--- src/sv/fir_pkg.sv ---
// ----------------------------------------------------------------------------
// fir_pkg - shared types and constants of the flux interval rescaler
// Register indexes, field widths and the result group of the scaling unit.
// ----------------------------------------------------------------------------
package fir_pkg;

	localparam int SAMPLE_W    = 16;
	localparam int RATE_W      = 16;
	localparam int POS_W       = 24;
	localparam int TICKS_W     = 32;
	localparam int FRAC_W      = 4;
	localparam int COUNT_W     = 12;
	localparam int SLOT_W      = 3;
	localparam int IDX_W       = 3;
	localparam int CFG_W       = 32;

	localparam int NUM_REV_SLOTS = 5;
	localparam int NUM_LEN_REGS  = 5;

	localparam logic [RATE_W-1:0] RATE_RESET   = RATE_W'(7372);
	localparam logic [POS_W-1:0]  REV_LEN_RESET = POS_W'(1);

	// configuration register indexes
	typedef enum logic [IDX_W-1:0] {
		REG_RATE_SCALE  = 3'd0,
		REG_START_POS   = 3'd1,
		REG_START_TICKS = 3'd2,
		REG_REV_LEN_0   = 3'd3,
		REG_REV_LEN_1   = 3'd4,
		REG_REV_LEN_2   = 3'd5,
		REG_REV_LEN_3   = 3'd6,
		REG_REV_LEN_4   = 3'd7
	} reg_idx_t;

	// outcome of scaling one sample
	typedef struct packed {
		logic [SAMPLE_W-1:0] scaled;
		logic [COUNT_W-1:0]  tick_count;
		logic [FRAC_W-1:0]   frac_next;
	} scale_res_t;

endpackage

--- src/sv/fir_scale.sv ---
// ----------------------------------------------------------------------------
// fir_scale - sample scaling and remainder split
// Multiplies one interval by the rate factor, clamps, and splits off the
// whole timer ticks against the carried 4-bit fractional remainder.
// ----------------------------------------------------------------------------
module fir_scale
	import fir_pkg::*;
(
	input  logic [SAMPLE_W-1:0] sample,
	input  logic [RATE_W-1:0]   rate,
	input  logic [FRAC_W-1:0]   frac,
	output scale_res_t          res
);

	logic [SAMPLE_W:0]               sample_ext;
	logic [SAMPLE_W+RATE_W:0]        product;
	logic [SAMPLE_W+RATE_W-8:0]      shifted;
	logic [SAMPLE_W-1:0]             scaled;
	logic [SAMPLE_W:0]               sum;
	logic [SAMPLE_W-FRAC_W:0]        whole;
	logic [SAMPLE_W-FRAC_W:0]        whole_m1;

	// zero stands for a full 65536-tick interval
	assign sample_ext = (sample == '0) ? {1'b1, {SAMPLE_W{1'b0}}} : {1'b0, sample};
	assign product    = sample_ext * {{(SAMPLE_W+1){1'b0}}, rate};
	assign shifted    = product[SAMPLE_W+RATE_W:8];

	// clamp to the largest 16-bit value
	assign scaled = (|shifted[SAMPLE_W+RATE_W-8:SAMPLE_W]) ? {SAMPLE_W{1'b1}}
		: shifted[SAMPLE_W-1:0];

	assign sum      = {{(SAMPLE_W+1-FRAC_W){1'b0}}, frac} + {1'b0, scaled};
	assign whole    = sum[SAMPLE_W:FRAC_W];
	assign whole_m1 = whole - {{(SAMPLE_W-FRAC_W){1'b0}}, 1'b1};

	always_comb begin
		res.scaled     = scaled;
		res.frac_next  = sum[FRAC_W-1:0];
		// hold at zero rather than wrap when no whole tick is present
		res.tick_count = (whole == '0) ? '0 : whole_m1[COUNT_W-1:0];
	end

endmodule

--- src/sv/flux_interval_rescaler.sv ---
// ----------------------------------------------------------------------------
// flux_interval_rescaler - flux interval to timer count converter
// Scales flux intervals to output timer counts and tracks revolution slots.
// ----------------------------------------------------------------------------
// Takes one 16-bit flux interval per transfer (0 meaning 65536 source ticks)
// and returns one result per sample: the timer count (whole output ticks
// minus one, held at zero), a flag marking the first sample of a new
// revolution, the elapsed fine-tick length of the revolution just finished,
// and the revolution slot of the sample. One sample is accepted every clock
// cycle while the output does not stall, and passes through the input
// register and then the result register around the single scaling multiply
// and state update. The two registers let a new sample enter while a result
// still waits on a stalled output. Configuration writes take effect at once;
// writing start_position or start_ticks also reloads the position and the
// elapsed total (a seek), so write them only while no sample is in flight.
// ----------------------------------------------------------------------------
module flux_interval_rescaler
	import fir_pkg::*;
(
	input  logic                 clk,
	input  logic                 arst_n,
	// sample channel
	input  logic                 in_valid,
	output logic                 in_stall,
	input  logic [SAMPLE_W-1:0]  flux_sample,
	// result channel
	output logic                 out_valid,
	input  logic                 out_stall,
	output logic [COUNT_W-1:0]   tick_count,
	output logic                 rev_wrapped,
	output logic [TICKS_W-1:0]   track_length,
	output logic [SLOT_W-1:0]    rev_slot,
	// configuration write port
	input  logic                 wr_en,
	input  logic [IDX_W-1:0]     wr_index,
	input  logic [CFG_W-1:0]     wr_data
);

	// configuration
	logic [RATE_W-1:0]  rate_q;
	logic [POS_W-1:0]   rev_len_q [NUM_LEN_REGS];

	// running state
	logic [FRAC_W-1:0]  frac_q;
	logic [TICKS_W-1:0] elapsed_q;
	logic [POS_W-1:0]   pos_q;
	logic [SLOT_W-1:0]  slot_q;

	// input stage
	logic                valid_s1;
	logic [SAMPLE_W-1:0] sample_s1;

	logic                in_xfer;
	logic                adv;
	logic [SLOT_W-1:0]   slot_cur;
	logic [SLOT_W-1:0]   len_idx;
	logic [POS_W-1:0]    slot_len;
	logic                wrap;
	logic [SLOT_W-1:0]   slot_next;
	logic [POS_W-1:0]    pos_next;
	logic [TICKS_W-1:0]  elapsed_next;
	scale_res_t          scl;

	// Advance the input stage whenever the result register is free or being
	// drained this cycle; stall the source only while a sample waits here.
	assign adv      = valid_s1 && (!out_valid || !out_stall);
	assign in_stall = valid_s1 && !adv;
	assign in_xfer  = in_valid && !in_stall;

	// Fold an out-of-range slot back to zero before use.
	assign slot_cur = (slot_q >= SLOT_W'(NUM_REV_SLOTS)) ? '0 : slot_q;
	// Slots past the last length register share it.
	assign len_idx  = (slot_cur >= SLOT_W'(NUM_LEN_REGS)) ? SLOT_W'(NUM_LEN_REGS - 1)
		: slot_cur;
	assign slot_len = rev_len_q[len_idx];

	// Wrap once the position has reached the slot length.
	assign wrap      = (pos_q >= slot_len);
	assign slot_next = !wrap ? slot_cur
		: (slot_cur == SLOT_W'(NUM_REV_SLOTS - 1)) ? '0 : slot_cur + SLOT_W'(1);
	assign pos_next  = (wrap ? '0 : pos_q) + POS_W'(1);
	assign elapsed_next = (wrap ? '0 : elapsed_q)
		+ {{(TICKS_W-SAMPLE_W){1'b0}}, scl.scaled};

	fir_scale u_scale (
		.sample (sample_s1),
		.rate   (rate_q),
		.frac   (frac_q),
		.res    (scl)
	);

	// Configuration registers.
	always_ff @(posedge clk or negedge arst_n) begin
		if (!arst_n) begin
			rate_q <= RATE_RESET;
			for (int i = 0; i < NUM_LEN_REGS; i++) begin
				rev_len_q[i] <= REV_LEN_RESET;
			end
		end else if (wr_en) begin
			if (wr_index == REG_RATE_SCALE) begin
				rate_q <= wr_data[RATE_W-1:0];
			end
			if (wr_index inside {[REG_REV_LEN_0:REG_REV_LEN_4]}) begin
				rev_len_q[wr_index - IDX_W'(REG_REV_LEN_0)] <= wr_data[POS_W-1:0];
			end
		end
	end

	// Running state: seek writes load position and elapsed total directly,
	// otherwise advance on every sample that moves into the result register.
	always_ff @(posedge clk or negedge arst_n) begin
		if (!arst_n) begin
			frac_q    <= '0;
			elapsed_q <= '0;
			pos_q     <= '0;
			slot_q    <= '0;
		end else begin
			if (adv) begin
				frac_q    <= scl.frac_next;
				slot_q    <= slot_next;
			end
			if (wr_en && (wr_index == REG_START_POS)) begin
				pos_q <= wr_data[POS_W-1:0];
			end else if (adv) begin
				pos_q <= pos_next;
			end
			if (wr_en && (wr_index == REG_START_TICKS)) begin
				elapsed_q <= wr_data[TICKS_W-1:0];
			end else if (adv) begin
				elapsed_q <= elapsed_next;
			end
		end
	end

	// Input stage control.
	always_ff @(posedge clk or negedge arst_n) begin
		if (!arst_n) begin
			valid_s1 <= 1'b0;
		end else if (in_xfer) begin
			valid_s1 <= 1'b1;
		end else if (adv) begin
			valid_s1 <= 1'b0;
		end
	end

	always_ff @(posedge clk) begin
		if (in_xfer) begin
			sample_s1 <= flux_sample;
		end
	end

	// Result register control: fill on advance, drop once transferred.
	always_ff @(posedge clk or negedge arst_n) begin
		if (!arst_n) begin
			out_valid <= 1'b0;
		end else if (adv) begin
			out_valid <= 1'b1;
		end else if (!out_stall) begin
			out_valid <= 1'b0;
		end
	end

	always_ff @(posedge clk) begin
		if (adv) begin
			tick_count   <= scl.tick_count;
			rev_wrapped  <= wrap;
			track_length <= wrap ? elapsed_q : '0;
			rev_slot     <= slot_next;
		end
	end

`ifndef SYNTHESIS
	a_slot_range: assert property (@(posedge clk) disable iff (!arst_n)
		slot_q < SLOT_W'(NUM_REV_SLOTS))
		else $error("revolution slot out of range");

	a_out_slot_range: assert property (@(posedge clk) disable iff (!arst_n)
		out_valid |-> (rev_slot < SLOT_W'(NUM_REV_SLOTS)))
		else $error("reported slot out of range");

	a_len_zero_unwrapped: assert property (@(posedge clk) disable iff (!arst_n)
		(out_valid && !rev_wrapped) |-> (track_length == '0))
		else $error("track length reported without a wrap");

	a_stall_needs_item: assert property (@(posedge clk) disable iff (!arst_n)
		in_stall |-> (valid_s1 && out_valid && out_stall))
		else $error("input stalled with room available");

	a_adv_fills_out: assert property (@(posedge clk) disable iff (!arst_n)
		adv |=> out_valid)
		else $error("advanced sample lost from result register");
`endif

endmodule
--- config.mk ---
export PLATFORM = sky130hd
export DESIGN_NAME = flux_interval_rescaler
export DESIGN_NICKNAME = d
export VERILOG_FILES = /design/src/sv/fir_pkg.sv /design/src/sv/fir_scale.sv /design/src/sv/flux_interval_rescaler.sv
export SDC_FILE = /design/constraint.sdc
export NUM_CORES = 1
export LEC_CHECK = 0
export BUFFER_PORTS_ARGS = -buffer_cell sky130_fd_sc_hd__buf_2
export CORE_UTILIZATION = 24
export DETAILED_ROUTE_END_ITERATION = 8
export PLACE_DENSITY = 0.44
export SYNTH_ARGS = -nofsm -noshare
export SYNTH_HDL_FRONTEND = slang
export SYNTH_SLANG_ARGS = --single-unit
--- constraint.sdc ---
create_clock -name clk -period 29.2 [get_ports clk]
set_clock_uncertainty 0.2 [all_clocks]
set_input_delay 4.38 -clock clk [delete_from_list [all_inputs] [get_ports clk]]
set_output_delay 4.38 -clock clk [all_outputs]
set_load 0.01 [all_outputs]
======== Word level (Yosys, flattened, before mapping) ========
Cells that the tools add are included.
word-level totals
  bits in registers ....................... 265
  bits of input ports ..................... 56
  output and inout bits ................... 50
  logic and storage cells ................. 81
operators by class
  add/subtract/negate cells ............... 6
  multiply operators ...................... 1
  $lt $le $gt $ge ......................... 8
  eq/ne operators ......................... 4
  multiplexer cells ....................... 22
  bitwise gates (word level) .............. 2
  reductions and logical operators ........ 21
operators by type and width
  cell                   count
  $mux 24                6
  $bwmux 120             1
  $mux 32                3
  $bmux 24 s3            1
  $demux 24 s3           1
  $mul 17x16->33         1
  $add 32x16->32         1
  $add 24x1->24 const B  1
  $ge 24x24->1           1
  $add 4x16->17          1
  $mux 17                1
  $logic_not 16->1       1
  $mux 16                1
  $logic_not 13->1       1
  $mux 3                 4
  $sub 12x1->12 const B  1
  $reduce_or 9->1        1
  $ge 4x4->1 const B     2
  $not 3->4              2
  $logic_and 1x1->1      7
  $ge 3x3->1 const B     2
  $reduce_bool 2->1      3
  $logic_not 1->1        4
  $lt 4x1->1 const B     1
  12 further kinds       16

======== Longest topological paths before layout ========
Gate-level depths: netlist (run 1).
  depth in word-level cells ............... 13
  gate-level depth with buffers ........... 43
  mapped depth without buffers ............ 39

======== Cells and area by module ========
Synthesis (run 1) repeated with hierarchy kept, for this count alone.
unflattened totals
  cells, all modules ...................... 2523
  area, all modules ....................... 23966.7 sq um
modules (own cells, without submodules)
  module                  times used  cells an instance  area an instance (sq um)  sequential area each (sq um)
  flux_interval_rescaler  1           1202               13226.4                   6966.7
  fir_scale               1           1321               10740.3                   0.0

======== Worst setup path after synthesis (run 1) ========
Ideal clock, no wire load.
  kind .................................... register to register
  from .................................... register sample_s1[1]
  to ...................................... register elapsed_q[31]
  setup time .............................. 0.082 ns
  arrival time ............................ 9.900 ns
  required time ........................... 28.918 ns
  setup slack ............................. 19.018 ns
  cell stages (with the launch flop) ...... 39
  period minus slack after synthesis ...... 10.182 ns
  path through ............................ edfxtp_1 nor4_1 and4_1 clkbuf_1 nand2_1 fa_1 fa_1 inv_1 fa_1 fa_1 fa_1 inv_1 fa_1 inv_1 ha_1 buf_4 a21oi_2 o21ai_1 (+3 left out) a21oi_1 or4_4 nor4b_2 clkbuf_1 nand2b_1 ha_1 a21o_1 a21oi_1 o21ai_0 a21oi_1 o21bai_1 a41oi_1 a211o_1 o311a_1 a21oi_1 nand4_1 or3_1 a31oi_1
between the ends
  word-level cells in the longest chain between the ends .. 8
ends and longest elaborated chain
  what                      line                           text
  start: declaration        flux_interval_rescaler.sv:51   logic [SAMPLE_W-1:0] sample_s1;
  start signal: assignment  flux_interval_rescaler.sv:148  sample_s1 <= flux_sample;
  $logic_not 16->1          fir_scale.sv:24                assign sample_ext = (sample == '0) ? {1'b1, {SAMPLE_W{1'b0}}} : {1'b0, sample};
  $mux 17 *                 fir_scale.sv:24
  $mul 17x16->33 *          fir_scale.sv:25                assign product = sample_ext * {{(SAMPLE_W+1){1'b0}}, rate};
  $reduce_or 9->1           fir_scale.sv:29                assign scaled = (|shifted[SAMPLE_W+RATE_W-8:SAMPLE_W]) ? {SAMPLE_W{1'b1}}
  $mux 16 *                 fir_scale.sv:29
  $add 32x16->32 *          flux_interval_rescaler.sv:83   + {{(TICKS_W-SAMPLE_W){1'b0}}, scl.scaled};
  $mux 32 *                 flux_interval_rescaler.sv:129  end else if (adv) begin
  $mux 32 *                 flux_interval_rescaler.sv:127  if (wr_en && (wr_index == REG_START_TICKS)) begin
  end signal: assignment    flux_interval_rescaler.sv:128  elapsed_q <= wr_data[TICKS_W-1:0];
  end signal: assignment    flux_interval_rescaler.sv:130  elapsed_q <= elapsed_next;
  end: declaration          flux_interval_rescaler.sv:45   logic [TICKS_W-1:0] elapsed_q;
Every way passes the cells marked *; elsewhere a longest branch is shown, timed or not. The select of a mux whose other input is x is not followed.
A chain may end at the register's enable or synchronous reset.

======== Worst setup path in the final report (run 1) ========
  from .................................... register sample_s1[8]
  to ...................................... register elapsed_q[31]
The elaborated chain is that of the path after synthesis.

==> summary.txt, run 1 <==
Timing
  – Slew headroom: between 30% and 40%
  – Fmax: 88.52 MHz
  – Fin. max-slew vios: 0
  – Final Hold Viols: 0
  – Final setup viols: 0
  – Setup TNS: 0 ns
  – Fin crit share: about two fifths
  – Min cycle time layout: ~11 ns
  – Slew of the pin with the lowest slew margin: 1.029 ns
  – RSZ-0062 raised after global routing: false

Floorplanning
  – # IOs: 106
  – Die span in y: approximately 310 µm
  – Die width: approximately 310 µm
  – Starting Density: approximately 24%
  – Core area: 96710 µm²
  – Die area: 99020 µm²
  – Row cnt: ~110

Clock network
  – CTS tree: done
  – Worst skew pair latency: 0.56 ns
  – Post-CTS Setup Inserts: 0
  – Htree depth: 2
  – Hold-fix buffers at CTS: 0
  – CTS Root Cell: clkbuf_16
  – Sink Count: around 270
  – Clock buffer depth: 3
  – Worst-path clk slew: approximately 0.060 ns
  – Num CTS Buffers: 37
  – Post-CTS resize count: 0

Hold path
  – Hold wc startpoint: frac_q[0]
  – Hold EP: frac_q[0]
  – HP Class: reg2reg
  – Worst hold path depth: 2

Critical path
  – Worst path arrival time: 11.57 ns
  – Critical Path RT: 29.47 ns
  – Largest fanout on the critical path: 17
  – CP max-delay cell: a21oi_1
  – Worst R2R Setup Slack: around 18 ns
  – WS Path Type: reg2reg
  – Most common cell on crit path: fa_1
  – Largest stage delay on the critical path: 0.74 ns
  – Worst setup SP type: flip-flop
  – FF-to-FF End: elapsed_q[31]
  – CP Capture Type: flip-flop
  – R2R cell count: 36
  – Reg2reg start: sample_s1[8]

Cells and area
  – Area delta synth->final: 13.27%
  – Layout cells sized above 1: between 15 and 20%
  – Fin nets: around 3000

Global route
  – First-pass GRT wire length: approximately 110000 µm
  – GRT Total Usage: 14.25%
  – Initial antenna violation count: 0
  – Pin count of the biggest net entering global routing: 77
  – Vias in the first global route: ~18000
  – GRT overflow: 0

Synthesis
  – Yosys Warn Count: 0
  – Cell types with the highest counts after synthesis: nand2_1, inv_1, fa_1, dfrtp_1, and2_1
  – Ys async rst share: about three quarters
  – Post-synth EDFFs: 64
  – Syn_area_per_cell: ~9.6 µm²
  – Synth Flop Type: dfrtp_1
  – Cell area after synthesis: between 20000 and 25000 µm²
  – Gate Count Post-Synth: 2450
  – Ranking of synthesized cells by area: dfrtp_1, fa_1, ha_1
  – Syn_nets: about 2900
  – Sequential area share after synthesis: just under 30%
  – Synth Register Bits: roughly 270
  – Synth cell types: 84
  – Area leader, netlist: dfrtp_1
  – Top-count cell post-synth: nand2_1
  – Synth top area share: between 20 and 25%

Drt
  – 1st-pass router iterations: 5
  – Routed WL per cell: 18.04 µm
  – Vias: ~17000
  – Avg Vias per Cell: approximately 4.6
  – DRC violations left: 0
  – Drt first-iter violations: 981
  – Final antenna-violating net count: 0
  – Detailed Route WL: slightly below 70000 µm

Placed design
  – IO Port Bufs: ~110
  – DP HPWL: 50840 µm
  – Routability cong.: 0.7929

Run
  – Max_cap viols: 0

Status
  – Run status: finished clean
## layer usage
layer	global-route usage (%)	up-vias	wire length [µm]
li1	-	8351	-
met1	19.36	8809	32000
met2	24.32	225	33430
met3	1.631	63	2114
met4	2.835	0	1123
met5	0	-	0
## final cells by class
class                   count  area (µm²)
diodes                      4       10.01
clock buffers              50        1047
clock inverters            18       192.7
fillers                 10450       70130
inverters                 287        1079
multi-input cells        1777       14960
flip-flops and latches    265        6967
well taps                1276        1597
repair buffers            130       723.2
## worst max-delay path, delay by kind of cell (launching register included)
family / cells / cell delay [ns]
compound gates: 12 / 2.96
xor+xnor: 1 / 0.15
fa+ha+maj: 8 / 3.74
simple gates: 11 / 3.09
buf+inv: 4 / 0.40
flops: 1 / 0.65
## logic make-up (layout without fill, tap and decap cells)
logic type	Yosys count	in the layout	share of synthesized area, %
buffers and inverters	408	485	6.655
flip-flops	265	265	29.69
multiplexers	141	141	6.756
adder cells (fa/ha/maj)	366	366	26.20
AND/OR/NAND/NOR	821	821	17.74
other	0	4	0
XOR/XNOR	40	40	1.493
AO/OA/AOI/OAI	409	409	11.46
## flip-flops by register name (all words and copies together) (netlist names)
register	count
rev_len_q	120
elapsed_q	32
track_length	32
pos_q	24
rate_q	16
sample_s1	16
tick_count	12
frac_q	4
rev_slot	3
slot_q	3
out_valid	1
rev_wrapped	1
valid_s1	1
## cells in the final DEF (no fill, tap or decap), types with 24 or more instances in the layout
| cell type | count |
|---|---|
| buf_2 | 104 |
| dfrtp_1 | 189 |
| nor2_1 | 107 |
| a211oi_1 | 30 |
| nand3_1 | 36 |
| nand4_1 | 24 |
| a21o_1 | 27 |
| and2_1 | 167 |
| o21ai_0 | 77 |
| and3_1 | 55 |
| a31oi_1 | 43 |
| edfxtp_1 | 64 |
| xnor2_1 | 30 |
| clkbuf_16 | 39 |
| nor2b_1 | 30 |
| inv_1 | 284 |
| nand2_1 | 288 |
| buf_4 | 25 |
| mux2_2 | 139 |
| fa_1 | 209 |
| ha_1 | 157 |
| a21oi_1 | 110 |
## stage by stage
step / area, µm² / setup slack, ns / std cells / hold WS, ns / utilization [%]
2_1_floorplan: 23460 / 19.02 / 2450 / 0.2502 / -
3_3_place_gp: 25330 / 18.08 / 3735 / 0.2632 / 26.19
3_5_place_dp: 25330 / 17.83 / 3735 / 0.2708 / 26.19
4_1_cts: 26570 / 17.82 / 3803 / 0.2827 / 27.47
5_1_grt: 26570 / 17.07 / 3803 / 0.3011 / 27.47
6_report: 26580 / 17.90 / 3807 / 0.2815 / 27.48
## worst max path at each step
| stage | cells past startpoint | endpoint | startpoint | slack (ns) |
|---|---|---|---|---|
| 3_5_place_dp | 36 | elapsed_q[31] | sample_s1[8] | 17.83 |
| 4_1_cts | 36 | elapsed_q[31] | sample_s1[8] | 17.82 |
| 3_3_place_gp | 36 | elapsed_q[31] | sample_s1[8] | 18.08 |
| 2_1_floorplan | 38 | elapsed_q[31] | sample_s1[1] | 19.02 |
| 5_1_grt | 37 | elapsed_q[25] | sample_s1[8] | 17.07 |
| 6_report | 36 | elapsed_q[31] | sample_s1[8] | 17.90 |
Power of run 1 is left out: the tool's default activity adds up to more than one toggle a clock period on the data nets, which glitch-free logic cannot reach.
==> run 2: changes to the inputs <==
- PLACE_DENSITY: 0.44 -> 0.45
- clock period: 29.2 -> 9.7 ns (I/O delays scaled with it)
==> run 2 against run 1 <==
  * Final area increased by 6.2%
  * Worst setup slack got worse by 18 ns
  * Core utilization increased by 1.7 points
  * Sequential share of layout area decreased by 1.5 points
  * Non-clock buffer count increased by 133
  * Global-route usage decreased by 0.061 points
  * Wire length increased by 1.6%
  * Die area unchanged
  * Critical path type unchanged
  * Largest cell class unchanged
==> summary.txt, run 2 (synthesis gave the netlist of run 1 again) <==
Critical path
  – CP Capture Type: flip-flop
  – WS Path Type: reg2reg
  – Largest fanout on the critical path: 7 (-10)
  – CP max-delay cell: or4_4
  – Largest stage delay on the critical path: 0.56 ns (-0.18 ns)
  – Worst setup SP type: flip-flop
  – Worst path arrival time: 9.76 ns (-1.81 ns)
  – Critical Path RT: 9.98 ns (-19.49 ns)

Cells and area
  – Largest registers: rev_len_q (120), elapsed_q (32), track_length (32)
  – Design Area, Final: 28240 µm² (+6.2%)
  – Max FFs per register: 120 (unchanged)
  – Fin nets: 3050 (+4.5%)
  – Layout cells sized above 1: 22.72% (+7.4 points)
  – Top reg by flops: rev_len_q
  – Most common cell after layout, fill and taps aside: nand2_1
  – Most frequent cells in the layout: nand2_1, inv_1, fa_1, dfrtp_1, and2_1
  – # diodes: 0 (-4)
  – Area delta synth->final: 20.34%
  – Filler cell count: 10300 (-1.4%)

Global route
  – First-pass GRT wire length: 110300 µm (+0.26%)
  – Pin count of the biggest net entering global routing: 85 (+10%)
  – Vias in the first global route: 18780 (+2.8%)
  – Initial antenna violation count: 5 (+5)
  – GRT overflow: 0 (unchanged)
  – GRT Total Usage: 14.19% (-0.061 points)

Timing
  – Min cycle time layout: 9.481 ns (-1.816 ns)
  – Fmax: 105.5 MHz (+19%)
  – Hold_ws: 0.2836 ns (+0.002035 ns)
  – Final setup viols: 0 (unchanged)
  – Fin. max-slew vios: 0 (unchanged)
  – Fin crit share: 97.74% (+59 points)
  – Final Hold Viols: 0 (unchanged)
  – Slew headroom: 23.33% (-8.1 points)
  – RSZ-0062 raised after global routing: true
  – Slew of the pin with the lowest slew margin: 1.146 ns (+0.1168 ns)

Drt
  – Routed met1 length: 32890 µm (+2.8%)
  – Routed WL per cell: 17.75 µm (-1.6%)
  – Avg Vias per Cell: 4.605 (+0.47%)
  – Vias: 18100 (+3.7%)
  – Highest Signal Layer: met4
  – Detailed Route WL: 69750 µm (+1.6%)
  – Drt first-iter violations: 927 (-5.5%)
  – Met2 wire length: 33150 µm (-0.84%)
  – Final antenna-violating net count: 0 (unchanged)
  – DR WL met3: 2266 µm (+7.2%)
  – DRC violations left: 0 (unchanged)
  – 1st-pass router iterations: 5 (unchanged)

Floorplanning
  – Die area: 99020 µm² (unchanged)
  – # IOs: 106 (unchanged)
  – Starting Density: 24.26% (unchanged)
  – Die width: 314.7 µm (unchanged)
  – Core area: 96710 µm² (unchanged)
  – Die span in y: 314.7 µm (unchanged)
  – Row cnt: 114 (unchanged)

Placed design
  – Area after DPL: 26110 µm² (+3.1%)
  – DP HPWL: 51580 µm (+1.5%)
  – IO Port Bufs: 105 (unchanged)
  – Routability cong.: 0.8120 (+2.4%)

Status
  – Run status: finished clean

Hold path
  – HP Class: reg2reg

Clock network
  – Htree depth: 2 (unchanged)
  – CTS Root Cell: clkbuf_16
  – Num CTS Buffers: 34 (-8.1%)
  – Worst-path clk slew: 0.06 ns (about the same)
  – CTS tree: done
  – Worst skew pair latency: 0.56 ns (about the same)
  – Clock buffer depth: 3 (unchanged)
  – Hold-fix buffers at CTS: 0 (unchanged)
  – Sink Count: 265 (unchanged)

Run
  – Max_cap viols: 0 (unchanged)
## run 2: cell count changes in the layout (fill, tap and decap cells not counted), sizes merged
cell      before  now
diode          4    0
buf          130  260
inv          286  288
clkinvlp       1    0
clkinv        15    8
bufinv         3    6
## run 2: routing by layer
layer,vias to the layer above,track usage [%]
met5,-,0
met4,0,3.332
met3,72,1.658
met2,277,23.79
met1,9126,19.42
li1,8622,-
## run 2: final timing paths
check                                    from             to  slack (ns)  depth (start not counted)
worst max-delay path             sample_s1[6]  elapsed_q[19]        0.22                         39
worst min-delay path            rev_len_q[26]  rev_len_q[26]        0.28                          2
worst max register to register   sample_s1[6]  elapsed_q[19]        0.22                         39
worst min register to register  rev_len_q[26]  rev_len_q[26]        0.28                          2
max in group asynchronous              arst_n      rate_q[4]        7.12                          2
min in group asynchronous              arst_n  rev_len_q[93]        0.71                          1
## run 2: stage by stage
step / setup slack, ns / utilization (%) / setup TNS, ns / cells
6_report: 0.2188 / 29.20 / 0 / 3930
5_1_grt: -0.1790 / 29.20 / -1.494 / 3930
4_1_cts: 0.01329 / 28.30 / 0 / 3896
3_5_place_dp: -0.09558 / 27.00 / -0.4119 / 3832
3_3_place_gp: -0.02065 / 27.00 / -0.04976 / 3832
2_1_floorplan: 0.01272 / - / 0 / 2450
## run 2: critical path, delay by kind of cell (launching register included)
| family | cells | cell delay [ns] |
|---|---|---|
| adders and majority gates | 8 | 3.19 |
| AOI/OAI and AO/OA | 15 | 2.45 |
| muxes | 1 | 0.10 |
| and+or+nand+nor | 9 | 2.30 |
| DFF | 1 | 0.50 |
| buffers and inverters | 6 | 0.70 |
## run 2: cell type report
cell class / instances / area, µm² / area share (%)
clock buffer: 47 / 972.2 / 3.443
clock inverter: 15 / 255.2 / 0.9039
inverter: 287 / 1079 / 3.820
multi-input combinational: 1777 / 15470 / 54.78
sequential: 265 / 6983 / 24.73
tap: 1276 / 1597 / 5.654
timing repair buffer: 263 / 1884 / 6.673
## run 2: timing repair
| item | in CTS | in global routing |
|---|---|---|
| setup buffers | 2 | 33 |
| hold endpoints to repair | 0 | 0 |
| cloned | 0 | 1 |
| endpoints found under the setup margin | 7 | 35 |
| gates resized for setup | 3 | 134 |
| pin swaps | 2 | 54 |
Power of run 2 is left out for the same reason.
